**config.mk**
```make
export PLATFORM = sky130hd
export DESIGN_NAME = rfpa_ctrl
export DESIGN_NICKNAME = d
export VERILOG_FILES = /design/src/rtl/core/rfpa_pkg.sv /design/src/rtl/core/rfpa_ctrl.sv
export SDC_FILE = /design/constraint.sdc
export NUM_CORES = 1
export LEC_CHECK = 0
export ABC_AREA = 1
export BUFFER_PORTS_ARGS = -buffer_cell sky130_fd_sc_hd__buf_2
export CAP_MARGIN = 0
export CORE_MARGIN = 8
export CORE_UTILIZATION = 45
export DETAILED_ROUTE_END_ITERATION = 8
export HOLD_SLACK_MARGIN = 0.1
export MAX_ROUTING_LAYER = met4
export PLACE_DENSITY_LB_ADDON = 0.08
export SLEW_MARGIN = 30
export SYNTH_ARGS = -nofsm -noshare
export SYNTH_HDL_FRONTEND = slang
export SYNTH_SLANG_ARGS = --single-unit
```
**constraint.sdc**
```tcl
create_clock -name clk -period 3 [get_ports clk]
set_input_delay 0.45 -clock clk [delete_from_list [all_inputs] [get_ports clk]]
set_output_delay 0.45 -clock clk [all_outputs]
set_load 0.1 [all_outputs]
```
**src/rtl/core/rfpa_pkg.sv**
```systemverilog
// Package with shared types, widths, register indexes and datapath operation codes.
package rfpa_pkg;

  localparam int TempW   = 16;
  localparam int TimeW   = 32;
  localparam int BandW   = 12;
  localparam int AmpW    = 7;
  localparam int CountW  = 8;
  localparam int SumW    = 40;
  localparam int GainW   = 32;
  localparam int KuW     = 29;
  localparam int A75W    = 36;
  localparam int MulAW   = 40;
  localparam int MulBW   = 20;
  localparam int MulPW   = MulAW + MulBW;
  localparam int NumW    = 76;
  localparam int DenW    = 48;
  localparam int DivCntW = $clog2(NumW);
  localparam int CfgIdxW = 2;
  localparam int CfgW    = 16;
  localparam int OpW     = 5;

  // Three fifths as a reciprocal: floor(x * 3 / 5) = (x * Mul3Div5) >> Div5Shift for x below 2^30.
  localparam int Mul3Div5W = 35;
  localparam int Div5Shift = 34;
  localparam logic [Mul3Div5W-1:0] Mul3Div5 = 35'h2_6666_6667;

  localparam logic [MulAW-1:0] PiQ28   = MulAW'(64'd843314857);
  localparam logic [MulAW-1:0] Million = MulAW'(64'd1000000);
  localparam logic [GainW-1:0] GainSat = '1;

  localparam logic [CfgIdxW-1:0] REG_SETPOINT   = 2'd0;
  localparam logic [CfgIdxW-1:0] REG_HYSTERESIS = 2'd1;
  localparam logic [CfgIdxW-1:0] REG_AMPLITUDE  = 2'd2;
  localparam logic [CfgIdxW-1:0] REG_PERIODS    = 2'd3;

  localparam logic [OpW-1:0] OP_NONE    = 5'd0;
  localparam logic [OpW-1:0] OP_SAMPLE  = 5'd1;
  localparam logic [OpW-1:0] OP_SAT_ALL = 5'd2;
  localparam logic [OpW-1:0] OP_MUL_PI  = 5'd3;
  localparam logic [OpW-1:0] OP_DIV_KU  = 5'd4;
  localparam logic [OpW-1:0] OP_KU      = 5'd5;
  localparam logic [OpW-1:0] OP_DIV_P   = 5'd6;
  localparam logic [OpW-1:0] OP_GP      = 5'd7;
  localparam logic [OpW-1:0] OP_IZERO   = 5'd8;
  localparam logic [OpW-1:0] OP_MUL_I1  = 5'd9;
  localparam logic [OpW-1:0] OP_MUL_I2  = 5'd10;
  localparam logic [OpW-1:0] OP_DIV_I   = 5'd11;
  localparam logic [OpW-1:0] OP_GI      = 5'd12;
  localparam logic [OpW-1:0] OP_MUL_D1  = 5'd13;
  localparam logic [OpW-1:0] OP_MUL_DEN = 5'd14;
  localparam logic [OpW-1:0] OP_MUL_D2  = 5'd15;
  localparam logic [OpW-1:0] OP_MUL_D3  = 5'd16;
  localparam logic [OpW-1:0] OP_DIV_D   = 5'd17;
  localparam logic [OpW-1:0] OP_GD      = 5'd18;

  typedef struct packed {
    logic signed [TempW-1:0] temperature;
    logic [TimeW-1:0]        time_ms;
    logic                    restart;
  } in_t;

  typedef struct packed {
    logic             relay_on;
    logic             done_res;
    logic [GainW-1:0] gain_p;
    logic [GainW-1:0] gain_i;
    logic [GainW-1:0] gain_d;
  } out_t;

  typedef struct packed {
    logic [OpW-1:0] op;
    logic           out_load;
  } cmd_t;

  typedef struct packed {
    logic finish;
    logic span_pos;
    logic sum_cnt_ok;
    logic div_busy;
  } status_t;

endpackage

```
**src/rtl/core/rfpa_ctrl.sv**
```systemverilog
// Controller state machine that sequences sample handling and the gain computation.
module rfpa_ctrl (
  input  logic              clk,
  input  logic              rst,
  input  logic              in_valid,
  output logic              in_ready,
  output logic              out_valid,
  input  logic              out_ready,
  input  rfpa_pkg::status_t status,
  output rfpa_pkg::cmd_t    cmd
);

  localparam logic [4:0] S_IDLE    = 5'd0;
  localparam logic [4:0] S_MUL_PI  = 5'd1;
  localparam logic [4:0] S_DIV_KU  = 5'd2;
  localparam logic [4:0] S_W_KU    = 5'd3;
  localparam logic [4:0] S_DIV_P   = 5'd4;
  localparam logic [4:0] S_W_P     = 5'd5;
  localparam logic [4:0] S_IZERO   = 5'd6;
  localparam logic [4:0] S_MUL_I1  = 5'd7;
  localparam logic [4:0] S_MUL_I2  = 5'd8;
  localparam logic [4:0] S_DIV_I   = 5'd9;
  localparam logic [4:0] S_W_I     = 5'd10;
  localparam logic [4:0] S_MUL_D1  = 5'd11;
  localparam logic [4:0] S_MUL_DEN = 5'd12;
  localparam logic [4:0] S_MUL_D2  = 5'd13;
  localparam logic [4:0] S_MUL_D3  = 5'd14;
  localparam logic [4:0] S_DIV_D   = 5'd15;
  localparam logic [4:0] S_W_D     = 5'd16;
  localparam logic [4:0] S_FIN     = 5'd17;

  logic [4:0] state, state_next;

  always_comb begin
    state_next   = state;
    cmd.op       = rfpa_pkg::OP_NONE;
    cmd.out_load = 1'b0;
    in_ready     = 1'b0;
    case (state)
      S_IDLE: begin
        in_ready = !out_valid || out_ready;
        if (in_valid && in_ready) begin
          cmd.op = rfpa_pkg::OP_SAMPLE;
          if (status.finish) begin
            state_next = S_MUL_PI;
          end else begin
            cmd.out_load = 1'b1;
          end
        end
      end
      S_MUL_PI: begin
        if (status.span_pos) begin
          cmd.op     = rfpa_pkg::OP_MUL_PI;
          state_next = S_DIV_KU;
        end else begin
          cmd.op     = rfpa_pkg::OP_SAT_ALL;
          state_next = S_FIN;
        end
      end
      S_DIV_KU: begin
        cmd.op     = rfpa_pkg::OP_DIV_KU;
        state_next = S_W_KU;
      end
      S_W_KU: begin
        if (!status.div_busy) begin
          cmd.op     = rfpa_pkg::OP_KU;
          state_next = S_DIV_P;
        end
      end
      S_DIV_P: begin
        cmd.op     = rfpa_pkg::OP_DIV_P;
        state_next = S_W_P;
      end
      S_W_P: begin
        if (!status.div_busy) begin
          cmd.op     = rfpa_pkg::OP_GP;
          state_next = status.sum_cnt_ok ? S_MUL_I1 : S_IZERO;
        end
      end
      S_IZERO: begin
        cmd.op     = rfpa_pkg::OP_IZERO;
        state_next = S_FIN;
      end
      S_MUL_I1: begin
        cmd.op     = rfpa_pkg::OP_MUL_I1;
        state_next = S_MUL_I2;
      end
      S_MUL_I2: begin
        cmd.op     = rfpa_pkg::OP_MUL_I2;
        state_next = S_DIV_I;
      end
      S_DIV_I: begin
        cmd.op     = rfpa_pkg::OP_DIV_I;
        state_next = S_W_I;
      end
      S_W_I: begin
        if (!status.div_busy) begin
          cmd.op     = rfpa_pkg::OP_GI;
          state_next = S_MUL_D1;
        end
      end
      S_MUL_D1: begin
        cmd.op     = rfpa_pkg::OP_MUL_D1;
        state_next = S_MUL_DEN;
      end
      S_MUL_DEN: begin
        cmd.op     = rfpa_pkg::OP_MUL_DEN;
        state_next = S_MUL_D2;
      end
      S_MUL_D2: begin
        cmd.op     = rfpa_pkg::OP_MUL_D2;
        state_next = S_MUL_D3;
      end
      S_MUL_D3: begin
        cmd.op     = rfpa_pkg::OP_MUL_D3;
        state_next = S_DIV_D;
      end
      S_DIV_D: begin
        cmd.op     = rfpa_pkg::OP_DIV_D;
        state_next = S_W_D;
      end
      S_W_D: begin
        if (!status.div_busy) begin
          cmd.op     = rfpa_pkg::OP_GD;
          state_next = S_FIN;
        end
      end
      S_FIN: begin
        cmd.out_load = 1'b1;
        state_next   = S_IDLE;
      end
      default: begin
        state_next = S_IDLE;
      end
    endcase
  end

  always_ff @(posedge clk) begin
    if (rst) begin
      state     <= S_IDLE;
      out_valid <= 1'b0;
    end else begin
      state <= state_next;
      if (cmd.out_load) begin
        out_valid <= 1'b1;
      end else if (out_ready) begin
        out_valid <= 1'b0;
      end
    end
  end

endmodule

```
== Word level (Yosys, flattened, before mapping) ==
Cells that the tools add are included.

* Equal/unequal tests: 23
* Mux-type cells: 21
* Reduce and logical (&&, ||, !) cells: 6

{| class="wikitable"
|+ Operators with widths
! operator !! number
|-
| $pmux 5 s17 || 2
|-
| $eq 5x4->1 const B || 8
|-
| $mux 5 || 8
|-
| $eq 5x3->1 const B || 4
|-
| $ne 2x2->1 const B || 6
|-
| $eq 5x2->1 const B || 2
|-
| $eq 5x5->1 const B || 2
|-
| $mux 1 || 6
|-
| $mux 3 || 2
|-
| $reduce_and 6->1 || 1
|-
| $eq 5x1->1 const B || 1
|-
| $logic_not 5->1 || 1
|-
| $mux 4 || 1
|-
| $mux 2 || 1
|-
| $pmux 1 s2 || 1
|-
| $reduce_bool 2->1 || 1
|-
| $logic_and 1x1->1 || 1
|-
| $logic_not 1->1 || 1
|-
| $logic_or 1x1->1 || 1
|}

* Flip-flop bits (word level): 6

== Depth between registers and ports, before layout ==
Gate-level depths: netlist of the first run.

* Depth after elaboration: 6
* Depth in mapped cells: 11
* Depth with buffers taken out: 10

== Worst setup path before layout of the first run ==
OpenSTA, ideal clock, no wires.

* Kind: flip-flop to output port
* Start: register out_valid
* End: output port in_ready
* Arrival: 2.932 ns
* Data required time: 2.550 ns
* Slack: -0.382 ns
* Cell stages (with the launch flop): 4
* Buffers on the path: 0
* Path through: dfxtp_1 -> inv_1 -> nor2_1 -> nor3_1

* Longest elaborated chain between the ends: 3

{| class="wikitable"
|+ RTL lines
! item !! line !! RTL
|-
| start: declaration || rfpa_ctrl.sv:7 || <nowiki>output logic out_valid,</nowiki>
|-
| start signal: assignment || rfpa_ctrl.sv:141 || <nowiki>out_valid <= 1'b0;</nowiki>
|-
| start signal: assignment || rfpa_ctrl.sv:145 || <nowiki>out_valid <= 1'b1;</nowiki>
|-
| start signal: assignment || rfpa_ctrl.sv:147 || <nowiki>out_valid <= 1'b0;</nowiki>
|-
| $logic_not 1->1 || rfpa_ctrl.sv:41 || <nowiki>in_ready = !out_valid || out_ready;</nowiki>
|-
| $logic_or 1x1->1 || rfpa_ctrl.sv:41 ||
|-
| $mux 1 || rfpa_ctrl.sv:39 || <nowiki>case (state)</nowiki>
|-
| end: declaration || rfpa_ctrl.sv:6 || <nowiki>output logic in_ready,</nowiki>
|}

Every way passes these cells.

==> summary.md, run 1 <==
| Metric | Value |
|---|---|
| CTS tree | done |
| PwrDens | 1130 nW/um2 |
| Critical path required time | 2.55 ns |
| Cells on worst reg2reg path | 10 |
| Crit-path leading delay family | simple AND/OR/NAND/NOR gates |
| Initial Utilization | 48.8% |
| CP dominant cell by count | nand2_1 |
| Most area-consuming cells after synthesis | dfxtp_1, nand2_1, nor2_1, nor2_2, inv_1 |
| Nets@finish | 138 |
| Switching Share | 68.0% |
| Post-CTS Setup Inserts | 0 |
| Num Clock Sinks | 6 |
| Fin. Hold Viols | 0 |
| DR DRC count | 0 |
| Cell total after placement | 140 |
| Die area | 2890 um2 |
| Antenna diodes | 0 |
| Layout cell share with drive strength beyond 1 | 31.3% |
| Crit. End Element | primary output |
| Post_cts resized | 0 |
| Initial antenna violation count | 0 |
| Post-Synth XOR/XNOR Area | 0% |
| Hold path depth | 2 |
| Die width | 53.8 um |
| Worst IR Drop VDD | 0.000553 V |
| Tmin final | 2.25 ns |
| Outcome | complete, no violations |
| Clk_lat worst skew | 0.24 ns |
| CP peak stage delay | 0.45 ns |
| Synth Area in Compound Gates | 17.9% |
| Total grt overflow | 0 |
| WL/cell | 12.3 um |
| Gate power share | 76.7% |
| Normalized max-slew margin | 67.6% |
| RePlAce Congestion | 0.953 |
| Seq/Total Area, Yosys | 18.7% |
| Start point of the critical path | state[3]$_SDFFE_PP0P_ |
| Antenna-violating nets left | 0 |
| Simple-Gate Fraction of Synth Area | 51.4% |
| Mux contribution to synthesized area | 0% |
| Synth-to-layout area growth | 17.1% |
| Unrepaired setup endpoints after global routing | no |
| # H-tree levels | 1 |
| Peak Freq | 0.445 GHz |
| CP max stage cell | buf_2 |
| Tot Pwr | 0.848 mW |
| Asr flop ratio synth | 0% |
| Worst clock skew | 0.00141 ns |
| CTS Buffer Depth | 2 |
| Largest family of logic cells by synthesized area | simple AND/OR/NAND/NOR gates |
| Synth top area share | 18.7% |
| Post-CTS Hold Buffers | 0 |
| Vias | 768 |
| Unique masters post-synth | 24 |
| Avg Cell Area, Syn | 5.79 um2 |
| Min-delay worst type | primary input to flop |
| First-pass GRT wire length | 3020 um |
| Fin crit share | 74.9% |
| Drt initial violations | 28 |
| PortBufs | 15 |
| Crit path DAT | 1.80 ns |
| Core area | 1320 um2 |
| Post-synth top flop | dfxtp_1 |
| Ys Warns | 0 |
| CP cell instances | nor2_4 > nand2_1 > nor2_2 > nand2_1 > o2111ai_1 > buf_2 |
| First-pass iteration count of the detailed router | 4 |
| Gate Count Post-Synth | 111 |
| Slew Viols, Final | 0 |
| Post-Synth Adder-Cell Area | 0% |
| DP Wirelength | 1530 um |
| Mapped Area | 643 um2 |
| DR vias/cell | 5.37 |
| Layout Cells excl Fill | 143 |
| Clock transition at path regs | 0.04 ns |
| RR Startpoint | state[3]$_SDFFE_PP0P_ |
| Total Neg Setup Slack | 0 ns |
| Switching pwr | 0.577 mW |
| Largest net degree at the start of global routing | 11 |
| Vias in the first global route | 745 |
| Root buffer cell | clkbuf_4 |
| Bufs and invs on worst path | 1 |
| Max-cap viol count | 0 |
| Critical path depth | 6 |
| Synthesis-stage register bit count | 6 |
| Die height | 53.8 um |
| Clk network pwr share | 8.3% |
| Final WL | 1770 um |
| Syn Nets | 119 |
| Tightest Pin Transition | 0.489 ns |
| Leading area contributor after synthesis | dfxtp_1 |
| Placement row count | 13 |
| Post-synth EDFFs | 0 |
| Worst Path Max Fanout | 8 |
| Worst Setup Path Type | flop to primary output |
| I/O pin count | 16 |
| Crit start category | flop |
| CTS Buf Count | 3 |
| Hold path start | rst |
| Lkg Pwr | 0.397 nW |
| # setup viols final | 0 |
| Sequential group share of total power | 15.1% |
| Int Pwr | 0.272 mW |
| Total GRT Usage | 13.8% |
## synthesized netlist by cell type, types with 2 or more instances
cell type   n
inv_1      13
o21ai_0     3
nand3_1     9
o21ai_1     3
dfxtp_1     6
nand2_2     4
nor2_4      2
nand2_1    23
nand4_1     3
a21oi_1     7
nor2_2      8
nor2_1     16
inv_2       3
## cell families (layout without fill, tap and decap cells)
| kind of cell | count (synthesis) | after routing |
|---|---|---|
| AOI/OAI and AO/OA | 19 | 19 |
| buffers and inverters | 18 | 35 |
| DFF | 6 | 6 |
| and+or+nand+nor | 68 | 68 |
## registers in the layout, indices dropped and copies added, names as in the netlist
name,count
out_valid,1
state,5
## cell usage in the layout, fill, tap and decap left out, types with 2 or more instances in the layout
cell      synthesis  routed
inv_1            13      13
nor2_2            8       8
a21oi_1           7       7
nor2_1           16      16
nand4_1           3       3
buf_2             0      15
nand2_2           4       4
nor2_4            2       2
o21ai_0           3       3
clkbuf_4          0       3
inv_2             3       3
o21ai_1           3       3
dfxtp_1           6       6
nand3_1           9       9
nand2_1          23      23
## worst reg2reg max path: cells and delay by family (launching register included)
kind	cells	cell delay, ns
AND/OR/NAND/NOR	10	0.95
flip-flops	1	0.38
## per-stage QoR
stage	hold WS, ns	setup slack, ns	cell area [um2]	utilization [%]
floorplan	0.519	0.217	648	-
global placement	0.627	0.976	731	55.5
detailed placement	0.638	1.01	731	55.5
CTS	0.416	0.755	753	57.2
global route	0.412	0.572	753	57.2
finish	0.420	0.752	753	57.2
## cell type report
| class | instances | area (um2) |
|---|---|---|
| inverters | 17 | 66.3 |
| repair buffers | 15 | 75.1 |
| flip-flops and latches | 6 | 120 |
| clock buffers | 3 | 22.5 |
| well taps | 15 | 18.8 |
| multi-input cells | 87 | 450 |
| fillers | 143 | 564 |
## metal layers
| metal | GRT usage [%] | share of wire, % | vias to the layer above |
|---|---|---|---|
| met4 | 7.56 | 2.7 | 0 |
| met5 | - | 0 | - |
| met3 | 1.10 | 6.7 | 6 |
| li1 | - | - | 400 |
| met2 | 23.0 | 46 | 29 |
| met1 | 16.0 | 44 | 333 |
## power groups by stage
stage                     Sequential, mW  Combinational (mW)  Clock, mW
after global placement             0.128               0.650          0
final                              0.128               0.650     0.0702
after detailed placement           0.128               0.649          0
after CTS                          0.127               0.651     0.0739
after floorplan                    0.144               0.531          0
after global routing               0.130               0.693     0.0806
## worst paths after layout
check	endpoint	slack (ns)
min	state[4]$_SDFFE_PP0P_	0.42
min reg2reg	out_valid$_SDFFE_PP0P_	0.63
max	cmd[2]	0.75
max reg2reg	state[1]$_SDFFE_PP0P_	1.55
Note: power is estimated with default switching activity, not from simulation.
==> inputs of run 2 (changes only) <==
- ABC_AREA: 1 -> 0
- clock period: 3 -> 2.03 ns (I/O delays scaled with it)
==> run 2 against run 1 <==
Total power shrank 8.9%. Non-clock buffer count grew 9. Clock skew shrank 0.00088 ns. Register-to-register slack lost 1.4 ns. Worst hold slack lost 0.13 ns. Synthesized cell count shrank 23%. First-iteration DRC count grew 54%. Critical endpoint is now cmd[0]. Highest routed layer unchanged.
==> summary.md, run 2 <==
| Metric | Value |
|---|---|
| CTS Buf Count | 3 |
| Die width | 52.5 um |
| Slew Viols, Final | 0 |
| Largest regs | state: 5 flops, out_valid: 1 flops |
| Ys Warns | 0 |
| Filler cells | 108 |
| R2r endpoint | state[1]$_SDFFE_PP0P_ |
| R2R Setup Slk | 0.11 ns |
| Syn Nets | 93 |
| CTS Buffer Depth | 2 |
| Seq/Total Area, Yosys | 20.0% |
| Post-CTS Setup Inserts | 0 |
| Avg Cell Area, Syn | 7.05 um2 |
| Mapped Area | 599 um2 |
| Crit. End Element | primary output |
| Post-CTS Hold Buffers | 0 |
| Lkg Pwr | 0.383 nW |
| Placement row count | 13 |
| Commonest cells in the netlist | nor2_1, dfxtp_1, a21oi_1, nor3_1, o21ai_1 |
| Vias in the first global route | 684 |
| Hold path depth | 2 |
| Hold EP | state[1]$_SDFFE_PP0P_ |
| Count leader, synth | nor2_1 |
| Leading area contributor after synthesis | dfxtp_1 |
| Layout cell share with drive strength beyond 1 | 39.0% |
| Unrepaired setup endpoints after global routing | yes |
| Post-synth top flop | dfxtp_1 |
| DP Wirelength | 1390 um |
| Synth-to-layout area growth | 50.3% |
| CTS tree | done |
| Core area | 1270 um2 |
| Worst Setup Path Type | flop to primary output |
| I/O pin count | 16 |
| Normalized max-slew margin | 67.7% |
| Crit start category | flop |
| Worst IR Drop VDD | 0.000467 V |
| Crit path DAT | 1.66 ns |
| CP cell instances | buf_4 > nor2_2 > nand3_1 > nor3_2 > a31oi_1 > inv_1 > buf_12 |
| Cells on worst reg2reg path | 5 |
| Root buffer cell | clkbuf_4 |
| CP peak stage delay | 0.36 ns |
| Min-delay worst type | primary input to flop |
| Antenna-violating nets left | 0 |
| First-pass iteration count of the detailed router | 4 |
| Clock transition at path regs | 0.05 ns |
| M1 wire length | 782 um |
| Most area-consuming cells after synthesis | dfxtp_1, nor2_1, a21oi_1, nor3_1, o21ai_1 |
| Worst Path Max Fanout | 7 |
| DR vias/cell | 6.04 |
| Worst clock skew | 0.000537 ns |
| Synthesis-stage register bit count | 6 |
| Post-route cell area | 901 um2 |
| Reg with most FFs | state |
| Post_cts resized | 0 |
| Gate Count Post-Synth | 85 |
| # setup viols final | 0 |
| Die height | 52.5 um |
| WL/cell | 15.2 um |
| First-pass GRT wire length | 3080 um |
| Tmin final | 1.96 ns |
| Outcome | complete, no violations |
| Dpl cell area | 861 um2 |
| CP max stage cell | dfxtp_1 |
| Total grt overflow | 0 |
| Tightest Pin Transition | 0.488 ns |
| Top Layer Used | met4 |
| Asr flop ratio synth | 0% |
| Clk_lat worst skew | 0.25 ns |
| Peak Freq | 0.509 GHz |
| Antenna diodes | 0 |
| Drt initial violations | 43 |
| Nets@finish | 115 |
| Max FFs per register | 5 |
| Most frequent cells in the layout | buf_4, buf_2, buf_12 |
| Vias | 725 |
| Initial antenna violation count | 0 |
| Bufs and invs on worst path | 3 |
| Initial Utilization | 47.2% |
| Met3 wire len | 112 um |
| Final WL | 1820 um |
| Fin crit share | 96.8% |
| PortBufs | 15 |
| Fin. Hold Viols | 0 |
| Final core occ | 71.0% |
| Max-cap viol count | 0 |
| Synth top area share | 20.0% |
| Wire length on met2 | 889 um |
| Unique masters post-synth | 37 |
| Num Clock Sinks | 6 |
| # H-tree levels | 1 |
| Post-synth EDFFs | 0 |
| PwrDens | 857 nW/um2 |
| Crit-path leading delay family | simple AND/OR/NAND/NOR gates |
| Critical path required time | 1.73 ns |
| Hold path start | rst |
| RePlAce Congestion | 0.916 |
| DR DRC count | 0 |
| Largest net degree at the start of global routing | 14 |
| Commonest non-fill, non-tap cell in the layout | buf_4 |
| Total Neg Setup Slack | 0 ns |
| Die area | 2760 um2 |
| Total GRT Usage | 14.9% |
| RR Startpoint | state[0]$_SDFFE_PP0P_ |
[run 2: cell count changes in the layout (fill, tap and decap cells not counted), moves of 4 or more]
cell     previous run  this run
nand2_1            23         3
buf_4               0         9
nor2_2              8         3
buf_12              0         7
inv_1              13         4
nand2_2             4         0
nand3_1             9         4
nor3_1              0         4
buf_2              15         8
nor2_1             16         4
[run 2: metal layers]
metal	up-vias	GRT usage (%)
met4	0	8.19
met3	6	1.99
li1	359	-
met1	329	17.8
met2	31	23.3
met5	-	-
[run 2: report_power, final]
| part | switching [mW] | leakage (nW) | internal [mW] |
|---|---|---|---|
| clock | 0.0483 | 0.0138 | 0.0672 |
| sequential | 0.0169 | 0.0502 | 0.129 |
| combinational | 0.321 | 0.319 | 0.189 |
[run 2: how the worst max path moves through the flow]
stage	end	cells past startpoint	slack, ns	startpoint
floorplan	cmd[4]	4	-0.14	state[1]$_SDFFE_PP0P_
global placement	state[1]$_SDFFE_PP0P_	5	0.19	state[1]$_SDFFE_PP0P_
detailed placement	state[1]$_SDFFE_PP0P_	5	0.13	state[1]$_SDFFE_PP0P_
CTS	cmd[0]	7	0.02	state[2]$_SDFFE_PP0P_
global route	cmd[0]	7	-0.02	state[2]$_SDFFE_PP0P_
finish	cmd[0]	7	0.07	state[2]$_SDFFE_PP0P_
[run 2: worst reg2reg max path, delay by kind of cell, from the launching register on]
kind | cells | cell delay, ns
and+or+nand+nor | 3 | 0.98
DFF | 1 | 0.42
AOI/OAI and AO/OA | 2 | 0.42
[run 2: per-stage QoR]
step,hold slack (ns),setup slack (ns),std cells,power [mW]
finish,0.294,0.0652,120,0.772
global route,0.296,-0.0178,120,0.805
global placement,0.538,0.191,117,0.650
detailed placement,0.552,0.128,117,0.651
CTS,0.302,0.0187,120,0.769
floorplan,0.366,-0.137,85,0.478
[run 2: logic make-up after synthesis]
kind of cell,Yosys count,synth area share (%)
simple gates,35,32.2
compound gates,29,35.3
buf+inv,12,7.93
flops,6,20.0
xor+xnor,2,2.92
mux,1,1.67
[run 2: cell type report]
class	instances	area (um2)	area share, %
clock buffer	3	22.5	2.50
multi-input combinational	67	469	52.1
timing repair buffer	24	248	27.5
tap	15	18.8	2.08
sequential	6	124	13.8
inverter	5	18.8	2.08
